`src/sv/sfr_pkg.sv`:
```
// Package for the stream find-and-replace block: widths, register codes and control types.
package sfr_pkg;

  localparam int MAX_PATTERN_DEF     = 8;
  localparam int MAX_REPLACEMENT_DEF = 8;
  localparam int BYTE_W              = 8;
  localparam int LEN_W               = 4;
  localparam int CFG_IDX_W           = 8;
  localparam int CFG_W               = 64;

  typedef enum logic [CFG_IDX_W-1:0] {
    REG_PATTERN_BYTES     = 8'd0,
    REG_PATTERN_LEN       = 8'd1,
    REG_REPLACEMENT_BYTES = 8'd2,
    REG_REPLACEMENT_LEN   = 8'd3
  } cfg_reg_t;

  // Control for one window cell.
  typedef struct packed {
    logic en;      // a word is accepted this cycle
    logic shift;   // take the neighbour's byte (oldest byte leaves)
    logic older;   // cell holds a pending byte
    logic in_use;  // cell lies within the pattern length
  } cell_ctrl_t;

  // Control for loading the result buffer.
  typedef struct packed {
    logic load;
    logic last;
    logic bare;
  } burst_ctrl_t;

endpackage

```
`src/sv/sfr_if.sv`:
```
// Channel interfaces: input bytes, result words and configuration writes.
interface sfr_byte_if;
  logic                      valid;
  logic                      ready;
  logic [sfr_pkg::BYTE_W-1:0] in_byte;
  logic                      in_last;
  modport source (output valid, output in_byte, output in_last, input ready);
  modport sink   (input valid, input in_byte, input in_last, output ready);
endinterface

interface sfr_result_if;
  logic                      valid;
  logic                      ready;
  logic [sfr_pkg::BYTE_W-1:0] out_byte;
  logic                      out_valid;
  logic                      out_last;
  modport source (output valid, output out_byte, output out_valid, output out_last,
                  input ready);
  modport sink   (input valid, input out_byte, input out_valid, input out_last,
                  output ready);
endinterface

interface sfr_cfg_if;
  logic                         valid;
  logic                         ready;
  logic [sfr_pkg::CFG_IDX_W-1:0] index;
  logic [sfr_pkg::CFG_W-1:0]     data;
  modport source (output valid, output index, output data, input ready);
  modport sink   (input valid, input index, input data, output ready);
endinterface

```
`src/sv/sfr_cell.sv`:
```
// One window cell: holds a pending byte, compares it with its pattern byte.
module sfr_cell (
  input  logic                       clk,
  input  sfr_pkg::cell_ctrl_t        ctrl,
  input  logic [sfr_pkg::BYTE_W-1:0] pat_byte,
  input  logic [sfr_pkg::BYTE_W-1:0] new_byte,
  input  logic [sfr_pkg::BYTE_W-1:0] nb_post,
  output logic [sfr_pkg::BYTE_W-1:0] post,
  output logic                       hit
);

  logic [sfr_pkg::BYTE_W-1:0] data;

  // A cell without a pending byte shows the incoming byte, as if it had been pushed.
  assign post = ctrl.older ? data : new_byte;
  assign hit  = !ctrl.in_use || (post == pat_byte);

  always_ff @(posedge clk) begin
    if (ctrl.en) begin
      data <= ctrl.shift ? nb_post : post;
    end
  end

endmodule

```
`src/sv/sfr_burst.sv`:
```
// Result buffer: holds the words caused by one input word and hands them out one a cycle while the receiver is ready.
module sfr_burst #(
  parameter int DEPTH = sfr_pkg::MAX_PATTERN_DEF,
  parameter int BN_W  = $clog2(DEPTH + 1)
) (
  input  logic                       clk,
  input  logic                       rst,
  input  sfr_pkg::burst_ctrl_t       ctrl,
  input  logic [BN_W-1:0]            load_n,
  input  logic [sfr_pkg::BYTE_W-1:0] load_bytes [DEPTH],
  output logic                       room,
  sfr_result_if.source               dst
);

  logic [BN_W-1:0]            n;
  logic [sfr_pkg::BYTE_W-1:0] bytes [DEPTH];
  logic                       last;
  logic                       bare;
  logic                       take;

  assign take = dst.valid && dst.ready;
  // Room for a new input word when the buffer is empty or its final buffered word leaves this cycle.
  assign room = (n == '0) || ((n == BN_W'(1)) && dst.ready);

  assign dst.valid     = (n != '0);
  assign dst.out_byte  = bytes[0];
  assign dst.out_valid = !bare;
  assign dst.out_last  = last && (n == BN_W'(1));

  always_ff @(posedge clk) begin
    if (rst) begin
      n <= '0;
    end else if (ctrl.load) begin
      n <= load_n;
    end else if (take) begin
      n <= n - BN_W'(1);
    end
  end

  always_ff @(posedge clk) begin
    if (ctrl.load) begin
      bytes <= load_bytes;
      last  <= ctrl.last;
      bare  <= ctrl.bare;
    end else if (take) begin
      for (int i = 0; i < DEPTH - 1; i++) begin
        bytes[i] <= bytes[i + 1];
      end
    end
  end

endmodule

```
`src/sv/stream_find_replace.sv`:
```
// Streaming find-and-replace over a byte string, built as a row of window cells.
// The first result word of an input word is offered in the cycle after it is accepted.
// Throughput: one byte per cycle while the result buffer has room; an input word that causes
// k result words (a replacement of k bytes, or an end-of-string flush) holds the input until
// its final result word leaves the single result buffer, drained one word a cycle when ready.
// Reset: empties the window and result buffer and loads the default register values.
module stream_find_replace #(
  parameter int MAX_PATTERN     = sfr_pkg::MAX_PATTERN_DEF,
  parameter int MAX_REPLACEMENT = sfr_pkg::MAX_REPLACEMENT_DEF
) (
  input  logic         clk,
  input  logic         rst,
  sfr_byte_if.sink     src,
  sfr_result_if.source dst,
  sfr_cfg_if.sink      cfg
);

  localparam int BYTE_W  = sfr_pkg::BYTE_W;
  localparam int LEN_W   = sfr_pkg::LEN_W;
  localparam int CNT_W   = $clog2(MAX_PATTERN + 1);
  localparam int BURST_D = (MAX_PATTERN > MAX_REPLACEMENT) ? MAX_PATTERN : MAX_REPLACEMENT;
  localparam int BN_W    = $clog2(BURST_D + 1);

  logic [sfr_pkg::CFG_W-1:0] pattern_bytes;
  logic [LEN_W-1:0]          pattern_len;
  logic [sfr_pkg::CFG_W-1:0] replacement_bytes;
  logic [LEN_W-1:0]          replacement_len;
  logic [CNT_W-1:0]          count;
  logic [LEN_W-1:0]          wr_len;

  logic                accept;
  logic                room;
  logic [LEN_W-1:0]    count_p1;
  logic                full;
  logic                match;
  logic                replace;
  logic [BYTE_W-1:0]   post [MAX_PATTERN];
  logic [MAX_PATTERN-1:0] hits;

  sfr_pkg::burst_ctrl_t bctrl;
  logic [BN_W-1:0]      load_n;
  logic [BYTE_W-1:0]    load_bytes [BURST_D];

  assign cfg.ready = 1'b1;
  assign src.ready = room;
  assign accept    = src.valid && src.ready;

  // ---------------- configuration registers ----------------
  assign wr_len = cfg.data[LEN_W-1:0];

  always_ff @(posedge clk) begin
    if (rst) begin
      pattern_bytes     <= '0;
      pattern_len       <= LEN_W'(1);
      replacement_bytes <= '0;
      replacement_len   <= '0;
    end else if (cfg.valid && cfg.ready) begin
      case (cfg.index)
        sfr_pkg::REG_PATTERN_BYTES: begin
          pattern_bytes <= cfg.data;
        end
        sfr_pkg::REG_PATTERN_LEN: begin
          if (wr_len == '0) begin
            pattern_len <= LEN_W'(1);
          end else if (wr_len > LEN_W'(MAX_PATTERN)) begin
            pattern_len <= LEN_W'(MAX_PATTERN);
          end else begin
            pattern_len <= wr_len;
          end
        end
        sfr_pkg::REG_REPLACEMENT_BYTES: begin
          replacement_bytes <= cfg.data;
        end
        sfr_pkg::REG_REPLACEMENT_LEN: begin
          if (wr_len > LEN_W'(MAX_REPLACEMENT)) begin
            replacement_len <= LEN_W'(MAX_REPLACEMENT);
          end else begin
            replacement_len <= wr_len;
          end
        end
        default: begin
        end
      endcase
    end
  end

  // ---------------- window cells ----------------
  assign count_p1 = LEN_W'(count) + LEN_W'(1);
  assign full     = (count_p1 >= pattern_len);
  assign match    = &hits;
  assign replace  = full && match;

  for (genvar g = 0; g < MAX_PATTERN; g++) begin : g_cell
    sfr_pkg::cell_ctrl_t cctrl;
    logic [BYTE_W-1:0]   nb;

    assign cctrl.en     = accept;
    assign cctrl.shift  = full && !match;
    assign cctrl.older  = (CNT_W'(g) < count);
    assign cctrl.in_use = (LEN_W'(g) < pattern_len);

    if (g == MAX_PATTERN - 1) begin : g_end
      assign nb = '0;
    end else begin : g_mid
      assign nb = post[g + 1];
    end

    sfr_cell u_cell (
      .clk      (clk),
      .ctrl     (cctrl),
      .pat_byte (pattern_bytes[BYTE_W*g +: BYTE_W]),
      .new_byte (src.in_byte),
      .nb_post  (nb),
      .post     (post[g]),
      .hit      (hits[g])
    );
  end

  // A write to the pattern length drops any pending bytes.
  always_ff @(posedge clk) begin
    if (rst) begin
      count <= '0;
    end else if (cfg.valid && cfg.ready && (cfg.index == sfr_pkg::REG_PATTERN_LEN)) begin
      count <= '0;
    end else if (accept) begin
      if (replace || src.in_last) begin
        count <= '0;
      end else if (!full) begin
        count <= count + CNT_W'(1);
      end
    end
  end

  // ---------------- result words for the accepted byte ----------------
  always_comb begin
    bctrl.load = accept;
    bctrl.last = src.in_last;
    bctrl.bare = 1'b0;
    load_n     = '0;
    for (int i = 0; i < BURST_D; i++) begin
      load_bytes[i] = '0;
      if (replace) begin
        if (i < MAX_REPLACEMENT) begin
          load_bytes[i] = replacement_bytes[BYTE_W*i +: BYTE_W];
        end
      end else if (i < MAX_PATTERN) begin
        load_bytes[i] = post[i];
      end
    end
    if (replace) begin
      load_n = BN_W'(replacement_len);
      // Nothing left to send at the end of the string: a bare end marker.
      if (src.in_last && (replacement_len == '0)) begin
        load_n        = BN_W'(1);
        bctrl.bare    = 1'b1;
        load_bytes[0] = '0;
      end
    end else if (src.in_last) begin
      load_n = BN_W'(count_p1);
    end else if (full) begin
      load_n = BN_W'(1);
    end
  end

  sfr_burst #(
    .DEPTH (BURST_D),
    .BN_W  (BN_W)
  ) u_burst (
    .clk        (clk),
    .rst        (rst),
    .ctrl       (bctrl),
    .load_n     (load_n),
    .load_bytes (load_bytes),
    .room       (room),
    .dst        (dst)
  );

  // ---------------- assertions ----------------
  a_window_below_len: assert property (@(posedge clk) disable iff (rst)
    LEN_W'(count) < pattern_len)
    else $error("window holds a full pattern length after a step");

  a_last_empties: assert property (@(posedge clk) disable iff (rst)
    (accept && src.in_last) |=> (count == '0))
    else $error("window not empty after end of string");

  a_bare_is_last: assert property (@(posedge clk) disable iff (rst)
    (dst.valid && !dst.out_valid) |-> (dst.out_last && (dst.out_byte == '0)))
    else $error("bare marker without end flag or with data");

  a_last_frees_room: assert property (@(posedge clk) disable iff (rst)
    (dst.valid && dst.ready && dst.out_last) |-> src.ready)
    else $error("input held after the final word of a string left");

endmodule
```
`src/flat_wrapper.sv`:
```
// flat-port wrapper written by rule: the top's interface ports become plain ports
module stream_find_replace_flat 
#(
  parameter int MAX_PATTERN     = sfr_pkg::MAX_PATTERN_DEF,
  parameter int MAX_REPLACEMENT = sfr_pkg::MAX_REPLACEMENT_DEF
)
  (clk, rst, src_valid, src_in_byte, src_in_last, src_ready, dst_valid, dst_out_byte, dst_out_valid, dst_out_last, dst_ready, cfg_valid, cfg_index, cfg_data, cfg_ready);
  sfr_byte_if src_i ();
  sfr_result_if dst_i ();
  sfr_cfg_if cfg_i ();
  input  logic clk;
  input  logic rst;
  input wire logic [$bits(src_i.valid)-1:0] src_valid;
  input wire logic [$bits(src_i.in_byte)-1:0] src_in_byte;
  input wire logic [$bits(src_i.in_last)-1:0] src_in_last;
  output wire logic [$bits(src_i.ready)-1:0] src_ready;
  output wire logic [$bits(dst_i.valid)-1:0] dst_valid;
  output wire logic [$bits(dst_i.out_byte)-1:0] dst_out_byte;
  output wire logic [$bits(dst_i.out_valid)-1:0] dst_out_valid;
  output wire logic [$bits(dst_i.out_last)-1:0] dst_out_last;
  input wire logic [$bits(dst_i.ready)-1:0] dst_ready;
  input wire logic [$bits(cfg_i.valid)-1:0] cfg_valid;
  input wire logic [$bits(cfg_i.index)-1:0] cfg_index;
  input wire logic [$bits(cfg_i.data)-1:0] cfg_data;
  output wire logic [$bits(cfg_i.ready)-1:0] cfg_ready;
  assign src_i.valid = src_valid;
  assign src_i.in_byte = src_in_byte;
  assign src_i.in_last = src_in_last;
  assign src_ready = src_i.ready;
  assign dst_valid = dst_i.valid;
  assign dst_out_byte = dst_i.out_byte;
  assign dst_out_valid = dst_i.out_valid;
  assign dst_out_last = dst_i.out_last;
  assign dst_i.ready = dst_ready;
  assign cfg_i.valid = cfg_valid;
  assign cfg_i.index = cfg_index;
  assign cfg_i.data = cfg_data;
  assign cfg_ready = cfg_i.ready;
  stream_find_replace #(.MAX_PATTERN(MAX_PATTERN), .MAX_REPLACEMENT(MAX_REPLACEMENT)) u_core (.clk(clk), .rst(rst), .src(src_i), .dst(dst_i), .cfg(cfg_i));
endmodule
```
`config.mk`:
```
export PLATFORM = sky130hd
export DESIGN_NAME = stream_find_replace_flat
export DESIGN_NICKNAME = d
export VERILOG_FILES = /design/src/sv/sfr_pkg.sv /design/src/sv/sfr_if.sv /design/src/sv/sfr_cell.sv /design/src/sv/sfr_burst.sv /design/src/sv/stream_find_replace.sv /design/src/flat_wrapper.sv
export SDC_FILE = /design/constraint.sdc
export NUM_CORES = 1
export LEC_CHECK = 0
export BUFFER_PORTS_ARGS = -buffer_cell sky130_fd_sc_hd__buf_2
export CAP_MARGIN = 20
export CORE_MARGIN = 1.5
export CORE_UTILIZATION = 54
export DETAILED_ROUTE_END_ITERATION = 16
export PLACE_DENSITY_LB_ADDON = 0.05
export SLEW_MARGIN = 5
export SYNTH_ARGS = -nofsm -noshare
export SYNTH_HDL_FRONTEND = slang
export SYNTH_HIERARCHICAL = 1
export SYNTH_SLANG_ARGS = --single-unit
```
`constraint.sdc`:
```
create_clock -name clk -period 8.9 [get_ports clk]
set_clock_uncertainty 0.1 [all_clocks]
set_input_delay 0.89 -clock clk [delete_from_list [all_inputs] [get_ports clk]]
set_output_delay 0.89 -clock clk [all_outputs]
set_load 0.02 [all_outputs]
```
==> results, run 1 <==
- The worst reg2reg path endpoint is u_core/u_burst/bytes[53]$_DFFE_PP_.
- The number of vias per cell is 5.62.
- The largest single stage delay on the critical path is 0.97 ns.
- The global-route wire length before repair is 54.3 mm.
- The net total in the final layout is 1399.
- The cell area after synthesis is 13700 µm².
- The die outline height is 162 µm.
- The most numerous cell on the critical path is mux2_2.
- The endpoint kind of the worst setup timing path is a register.
- The number of buffers added to fix hold violations after cts is 0.
- The signal on the critical path passes through a21o_1, mux2_4, xnor2_1, nand4_1, o21ai_1, and4_1, nand2_1, or3_2, buf_4, mux2_2, mux2_2.
- In the synthesized netlist the async set-or-reset flop fraction comes to 0%.
- The total number of clock tree sinks is 274.
- Prior to clock tree synthesis, the placed netlist has a worst setup slack of 3.66 ns.
- The overall routed net length is 34.7 mm.
- The leakage component of the power is 5.48 nW.
- The final HPWL from detailed placement is 23.0 mm.
- The count of antenna diodes in the layout is 0.
- The number of top-level design ports is 99.
- The part of the cycle the worst path needs is 59.4%.
- The total number of yosys warnings is 6.
- The sort of element at the start of the critical path is a register.
- The biggest area contributor in the post-synthesis netlist is edfxtp_1.
- Adding up every negative setup slack in the final design gives 0 ns.
- The number of antenna violations at the first check in global routing is 1.
- Setup repair after global routing left no endpoint under its margin.
- For this run, design rule violations remaining after detail routing come to 0.
- Counting along the longest clock path gives a buffer depth of 3.
- The maximum VDD drop is 0.000212 V.
- The maximum clock frequency is 189 MHz.
- The slack of the critical path is 3.61 ns.
- The number of synthesized register bits is 274.
- The most used standard cell by instance count after synthesis is nand2_1.
- Dividing total power by cell area gives a power density of 245 nW/µm².
- In this run the worst setup path begins at u_core/count[3]$_SDFFE_PP0P_.
- In this run the remaining antenna-violating nets after routing total 0.
- The mean post-synth cell area is 11.0 µm².
- The average routed wire per standard cell is 20.9 µm.
- The number of buffers inserted during clock tree synthesis is 30.
- The final critical path time including I/O delays and setup is 5.29 ns.
- Counting distinct cell types in the post-synthesis netlist gives 53.
- The last element of the critical path is u_core/u_burst/bytes[53]$_DFFE_PP_.
- By count the netlist is led by nand2_1 (285), mux2_2 (168), dfxtp_1 (144), a21oi_1 (132), edfxtp_1 (130).
- For this block, the initial DRC count from the detailed router was 698.
- The data arrival time of the critical path is 5.50 ns.
- Buffers added to address setup during post-CTS repair amount to 0.
- The number of max-cap violations is 0.
- The sequential-to-total area share from yosys stat is 49.5%.
- Clock latency on the worst-skew pair, taken at its later pin, is 0.57 ns.
- Before antenna repair, the detailed router went through 6 iterations.
- Along the worst path, the maximum fanout reaches 35.
- The weighted congestion at the end of routability-driven global placement is 0.852.
- The final-report setup violation count is 0.
- CTS built an H-tree with a depth of 1.
- The die is 162 µm wide.
- The startpoint identified for the worst register-to-register timing path is u_core/count[3]$_SDFFE_PP0P_.
- The critical path required time is 9.11 ns.
- The tightest hold path in the finished design has a slack of 0.352 ns.
- Synthesis handed over a netlist of 1250 instances.
- The cell at the slowest stage of the critical path is or3_2.
- The share of layout cells above drive strength 1 is 31.5%.
- Counting cells, the worst reg-to-reg path comes to 11.
- The quantity of gates resized following cts is 0.
- The number of hold violations in the final report is 0.
- Entering global routing, the biggest net connects 82 pins.
- The classification of the worst setup path is reg -> reg.
- The flow ran to the end, and the final reports show no timing, DRC or antenna violations.
- The max-slew headroom at the worst pin is 27.4%.
- Once placement completed, the tool counted placed cells totaling 1603.
- The portion of synthesized cell area occupied by the leading cell type is 28.5%.
- The total power of the final layout is 0.00375 W.
- The transition at the pin with the smallest max-transition slack is 1.09 ns.
- The number of buffers added on ports is 97.
- The routed layout has 9320 vias.
- The setup slack of the worst register-to-register path is 3.61 ns.
- The count of flip-flops with a built-in enable after synthesis is 130.
- In this run the number of cells on the critical path is 11.
- The number of fillers in the final layout is 2118.
- The site row count is 58.
- In the post-synthesis netlist, the biggest area contributors are edfxtp_1 (28%), dfxtp_1 (21%), mux2_2 (14%).
- The worst min-delay path category is reg -> reg.
- The area of the die is 26400 µm².
- The final non-filler cell total is 1659.
- TritonCTS built the clock tree.
- The max-slew violation count is 0.
- The remaining global-route overflow is 0.
- Among all flip-flop cells after synthesis, the most frequent one is dfxtp_1.
- The cell family contributing the most delay on the critical path is simple AND/OR/NAND/NOR gates.
- The clock-pin slew on the worst setup and hold paths is 0.06 ns.
- The floorplan step defined a core boundary enclosing 25000 µm².
- The cell chosen for the clock root is clkbuf_16.
- Across every metal layer, demand over resource in global routing totals 26.8%.
- The effective utilization at floorplan is 54.8%.
- Compared with the post-synthesis result, the final layout area differs by 11.7%.
- The via count of the first global-routing pass is 9194.
- The critical path buffer and inverter count is 1.
[cells in the final DEF, fill, tap and decap left out, types with 9 or more instances in the layout]
| cell | n |
|---|---|
| mux2_4 | 72 |
| a21oi_1 | 132 |
| o21ai_0 | 13 |
| edfxtp_1 | 130 |
| nand2_1 | 284 |
| mux2i_1 | 10 |
| buf_2 | 96 |
| dfxtp_1 | 144 |
| xnor2_1 | 57 |
| clkbuf_16 | 33 |
| nand4_1 | 17 |
| conb_1 | 9 |
| buf_4 | 13 |
| mux2_2 | 168 |
| nor2_1 | 17 |
| inv_1 | 16 |
[how the worst min path moves through the flow]
stage	start	to	depth (start not counted)
after floorplan	u_core/replacement_bytes[10]$_SDFFE_PP0P_	u_core/replacement_bytes[10]$_SDFFE_PP0P_	2
after global placement	u_core/replacement_bytes[63]$_SDFFE_PP0P_	u_core/replacement_bytes[63]$_SDFFE_PP0P_	2
after detailed placement	u_core/replacement_bytes[63]$_SDFFE_PP0P_	u_core/replacement_bytes[63]$_SDFFE_PP0P_	2
after CTS	u_core/replacement_bytes[63]$_SDFFE_PP0P_	u_core/replacement_bytes[63]$_SDFFE_PP0P_	2
after global routing	u_core/replacement_bytes[60]$_SDFFE_PP0P_	u_core/replacement_bytes[60]$_SDFFE_PP0P_	2
final	u_core/replacement_bytes[34]$_SDFFE_PP0P_	u_core/replacement_bytes[34]$_SDFFE_PP0P_	2
[kinds of logic (layout without fill, tap and decap cells)]
group,after synthesis,after routing,share of synthesized area [%]
buffers and inverters,110,182,4.12
flip-flops,274,274,49.5
adder cells (fa/ha/maj),8,8,0.730
multiplexers,250,250,22.4
AND/OR/NAND/NOR,358,358,11.1
AO/OA/AOI/OAI,182,182,7.42
XOR/XNOR,66,66,4.65
other,2,9,0.0547
[per-layer routing]
| metal | GRT usage, % | wire length [µm] | up-vias |
|---|---|---|---|
| met2 | 44.9 | 16800 | 221 |
| met4 | 7.05 | 809 | 0 |
| li1 | - | - | 4493 |
| met1 | 36.8 | 15600 | 4556 |
| met5 | 0 | 0 | - |
| met3 | 3.41 | 1450 | 50 |
[sequential cells by signal, indices dropped and copies added, names as in the netlist, 4 cells and up]
name	count
u_core/u_burst/dst.out_byte	8
u_core/g_cell.u_cell/data	64
u_core/count	4
u_core/pattern_bytes	64
u_core/replacement_bytes	64
u_core/u_burst/bytes	56
u_core/pattern_len	4
u_core/replacement_len	4
u_core/u_burst/n	4
[tightest hold or removal path: stages, from the launching register on]
cell and delay [ns]:
dfxtp_1 0.31, nand2_1 0.05, a21oi_1 0.05
[layout make-up]
| type | count | area [µm²] | share of cell area [%] |
|---|---|---|---|
| clock inverter | 11 | 110 | 0.719 |
| tap | 330 | 413 | 2.69 |
| inverter | 17 | 66.3 | 0.433 |
| timing repair buffer | 109 | 578 | 3.77 |
| sequential | 274 | 6790 | 44.3 |
| clock buffer | 45 | 931 | 6.08 |
| multi-input combinational | 873 | 6440 | 42.0 |
[power by group]
group / internal (W) / total, W / switching (W)
Sequential: 0.00169 / 0.00178 / 0.0000878
Clock: 0.000756 / 0.00128 / 0.000520
Combinational: 0.000274 / 0.000690 / 0.000416
[per-stage QoR]
step,cell area (µm²),utilization [%]
6_report,15300,61.2
5_1_grt,15300,61.2
4_1_cts,15300,61.2
3_5_place_dp,14300,57.0
3_3_place_gp,14300,57.0
2_1_floorplan,13700,-
Power figures use the tool's default switching activity.
==> run 2, diff against run 1 <==
Clock period 8.9 ns to 4.44 ns, I/O delays scaled along.
==> run 2 against run 1 <==
Compared with the run above:
- worst hold slack got worse by 0.33 ns
- clock power grew 100%
- sequential share of layout area shrank 0.26 points
- critical endpoint is now u_core/u_burst/bytes[45]$_DFFE_PP_
- largest power group unchanged
- highest routed layer unchanged
==> results, run 2 (synthesis gave the netlist of run 1 again) <==
- The overall routed net length is 34.3 mm (-1.1%).
- The worst hold path belongs to the class in -> reg.
- The site row count is 58 (unchanged).
- The iteration-0 DRC count of the detailed router is 703 (+0.72%).
- The final non-filler cell total is 1668 (+0.54%).
- The most numerous cell on the critical path is mux2_4.
- The part of the cycle the worst path needs is 93.7% (+34 points).
- The max-slew headroom at the worst pin is 30.1% (+2.7 points).
- The top layer reached by signal wires is met4.
- The slack of the critical path is 0.281 ns (-3.33 ns).
- Leaving out fill and tap cells, the most frequent cells in the layout are nand2_1 (284), mux2_2 (168), dfxtp_1 (144).
- The post-placement setup slack is 0.310 ns (-3.35 ns).
- The wire length on met1 is 15.8 mm (+1.5%).
- The flow ran to the end, and the final reports show no timing, DRC or antenna violations.
- The clock latency at the later pin of the worst-skew pair is 0.57 ns (about the same).
- The number of max-cap violations is 0 (unchanged).
- The area of the die is 26400 µm² (unchanged).
- The classification of the worst setup path is reg -> reg.
- The maximum VDD drop is 0.000435 V (+100%).
- The library cell used most frequently in the layout, excluding fill and tap cells, is nand2_1.
- The final setup TNS is 0 ns (unchanged).
- STA classifies the critical path startpoint as a register.
- The number of buffers inserted to repair setup after CTS is 0 (unchanged).
- The endpoint kind of the worst setup timing path is a register.
- The critical path required time came to 4.63 ns (-4.48 ns).
- The critical path buffer and inverter count is 1 (unchanged).
- The number of fillers in the final layout is 2083 (-1.7%).
- The largest registers in the layout are u_core/g_cell.u_cell/data x64, u_core/pattern_bytes x64, u_core/replacement_bytes x64.
- Setup repair after global routing left no endpoint under its margin.
- The highest net fanout along the worst path is 49 (+40%).
- The leakage component of the power is 5.52 nW (+0.73%).
- The final HPWL from detailed placement came to 21.8 mm (-5.2%).
- The weighted congestion at the end of routability-driven global placement is 0.793 (-6.9%).
- The max-slew violation count came to 0 (unchanged).
- The maximum number of pins on one net before global-route repair is 135 (+65%).
- The number of hold violations in the final report is 0 (unchanged).
- The area growth from synthesis to layout is 12.3%.
- The remaining global-route overflow came to 0 (unchanged).
- The number of H-tree levels was 1 (unchanged).
- The signal on the critical path passes through ha_1, or3_1, mux2_4, xnor2_1, nand4_1, o21ai_1, and4_1, nand2_1, or3_2, buf_12, mux2_4, mux2_2.
- The net total in the final layout is 1408 (+0.64%).
- The share of layout cells above drive strength 1 is 31.5% (about the same).
- The number of buffers added on ports is 97 (unchanged).
- The post-route antenna net violation count is 0 (unchanged).
- The clock-pin slew on the worst setup and hold paths came to 0.06 ns (about the same).
- The global-route wire length before repair came to 53.0 mm (-2.3%).
- The via total after detailed routing is 9270 (-0.54%).
- The slowest stage of the critical path belongs to the cell or3_1.
- The number of buffers inserted during clock tree synthesis is 30 (unchanged).
- The number of antenna violations at the first check in global routing was 0 (-1).
- The global routing usage summed across all routing layers was 26.2% (-0.61 points).
- TritonCTS built the clock tree.
- The maximum clock frequency is 240 MHz (+27%).
- The data arrival time of the critical path is 4.35 ns (-1.15 ns).
- The via count of the first global-routing pass is 9135 (-0.64%).
- The die outline height came to 162 µm (unchanged).
- The total number of clock tree sinks was 274 (unchanged).
- The final critical path time including I/O delays and setup is 4.16 ns (-1.13 ns).
- The number of vias per cell is 5.56 (-1.1%).
- The horizontal die dimension is 162 µm (unchanged).
- The maximum buffer depth of the clock tree is 3 (unchanged).
- The total placed cells including tap cells was 1612 (+0.56%).
- The total met2 wirelength after detailed routing was 16.2 mm (-3.5%).
- The first-pass detailed-route iteration total is 5 (-1).
- The average routed wire per standard cell was 20.5 µm (-1.7%).
- The met3 layer wire length in the routed design is 1.44 mm (-0.41%).
- The power density over the cells is 490 nW/µm² (+100%).
- The effective utilization at floorplan is 54.8% (unchanged).
- The number of buffers added to fix hold violations after cts was 0 (unchanged).
- The number of remaining DRC errors was 0 (unchanged).
- The critical path's largest stage delay came to 0.58 ns (-0.39 ns).
- The transition at the pin with the smallest max-transition slack was 1.05 ns (-0.0407 ns).
- The cell chosen for the clock root is clkbuf_16.
- The cell family contributing the most delay on the critical path is simple AND/OR/NAND/NOR gates.
- The area inside the core boundary is 25000 µm² (unchanged).
- The final-report setup violation count is 0 (unchanged).
- The number of top-level design ports is 99 (unchanged).
- The quantity of gates resized following cts is 0 (unchanged).
- The count of antenna diodes in the layout is 0 (unchanged).
run 2: per-layer routing:
layer,GRT usage [%],up-vias
met3,3.31,43
met2,43.0,210
met1,36.9,4521
li1,-,4496
met4,6.46,0
met5,0,-
run 2: path summary, 6_finish.rpt:
kind	from	to	slack, ns	cells past startpoint
worst max-delay path	u_core/count[1]$_SDFFE_PP0P_	u_core/u_burst/bytes[45]$_DFFE_PP_	0.28	12
worst min-delay path	cfg_data[38]	u_core/replacement_bytes[38]$_SDFFE_PP0P_	0.02	3
worst max register to register	u_core/count[1]$_SDFFE_PP0P_	u_core/u_burst/bytes[45]$_DFFE_PP_	0.28	12
worst min register to register	u_core/replacement_bytes[17]$_SDFFE_PP0P_	u_core/replacement_bytes[17]$_SDFFE_PP0P_	0.35	2
run 2: report_power, final:
| group | switching [W] | internal (W) | total [W] | leakage (nW) |
|---|---|---|---|---|
| combinational | 0.000826 | 0.000570 | 0.00140 | 2.62 |
| clock | 0.00102 | 0.00156 | 0.00258 | 0.502 |
| sequential | 0.000178 | 0.00339 | 0.00357 | 2.41 |
run 2: worst register-to-register path: stages, from the launching register on:
cell	delay, ns
dfxtp_1	0.36
ha_1	0.27
or3_1	0.58
mux2_4	0.43
xnor2_1	0.16
nand4_1	0.12
o21ai_1	0.18
and4_1	0.25
nand2_1	0.08
or3_2	0.53
buf_12	0.21
mux2_4	0.38
mux2_2	0.26
run 2: through the flow:
stage	hold slack, ns	instance area [µm²]	power (W)	utilization (%)
6_report	0.0185	15400	0.00755	61.6
5_1_grt	0.0177	15400	0.00782	61.6
4_1_cts	0.00558	15400	0.00759	61.6
3_5_place_dp	0.344	14400	0.00502	57.5
3_3_place_gp	0.342	14400	0.00500	57.5
2_1_floorplan	0.334	13800	0.00460	-
run 2: cell type report:
| type | count | area, µm² | share of cell area, % |
|---|---|---|---|
| multi-input cells | 873 | 6440 | 41.8 |
| inverters | 17 | 67.6 | 0.438 |
| clock inverters | 13 | 174 | 1.13 |
| flip-flops and latches | 274 | 6790 | 44.0 |
| repair buffers | 118 | 683 | 4.43 |
| well taps | 330 | 413 | 2.68 |
| clock buffers | 43 | 851 | 5.52 |
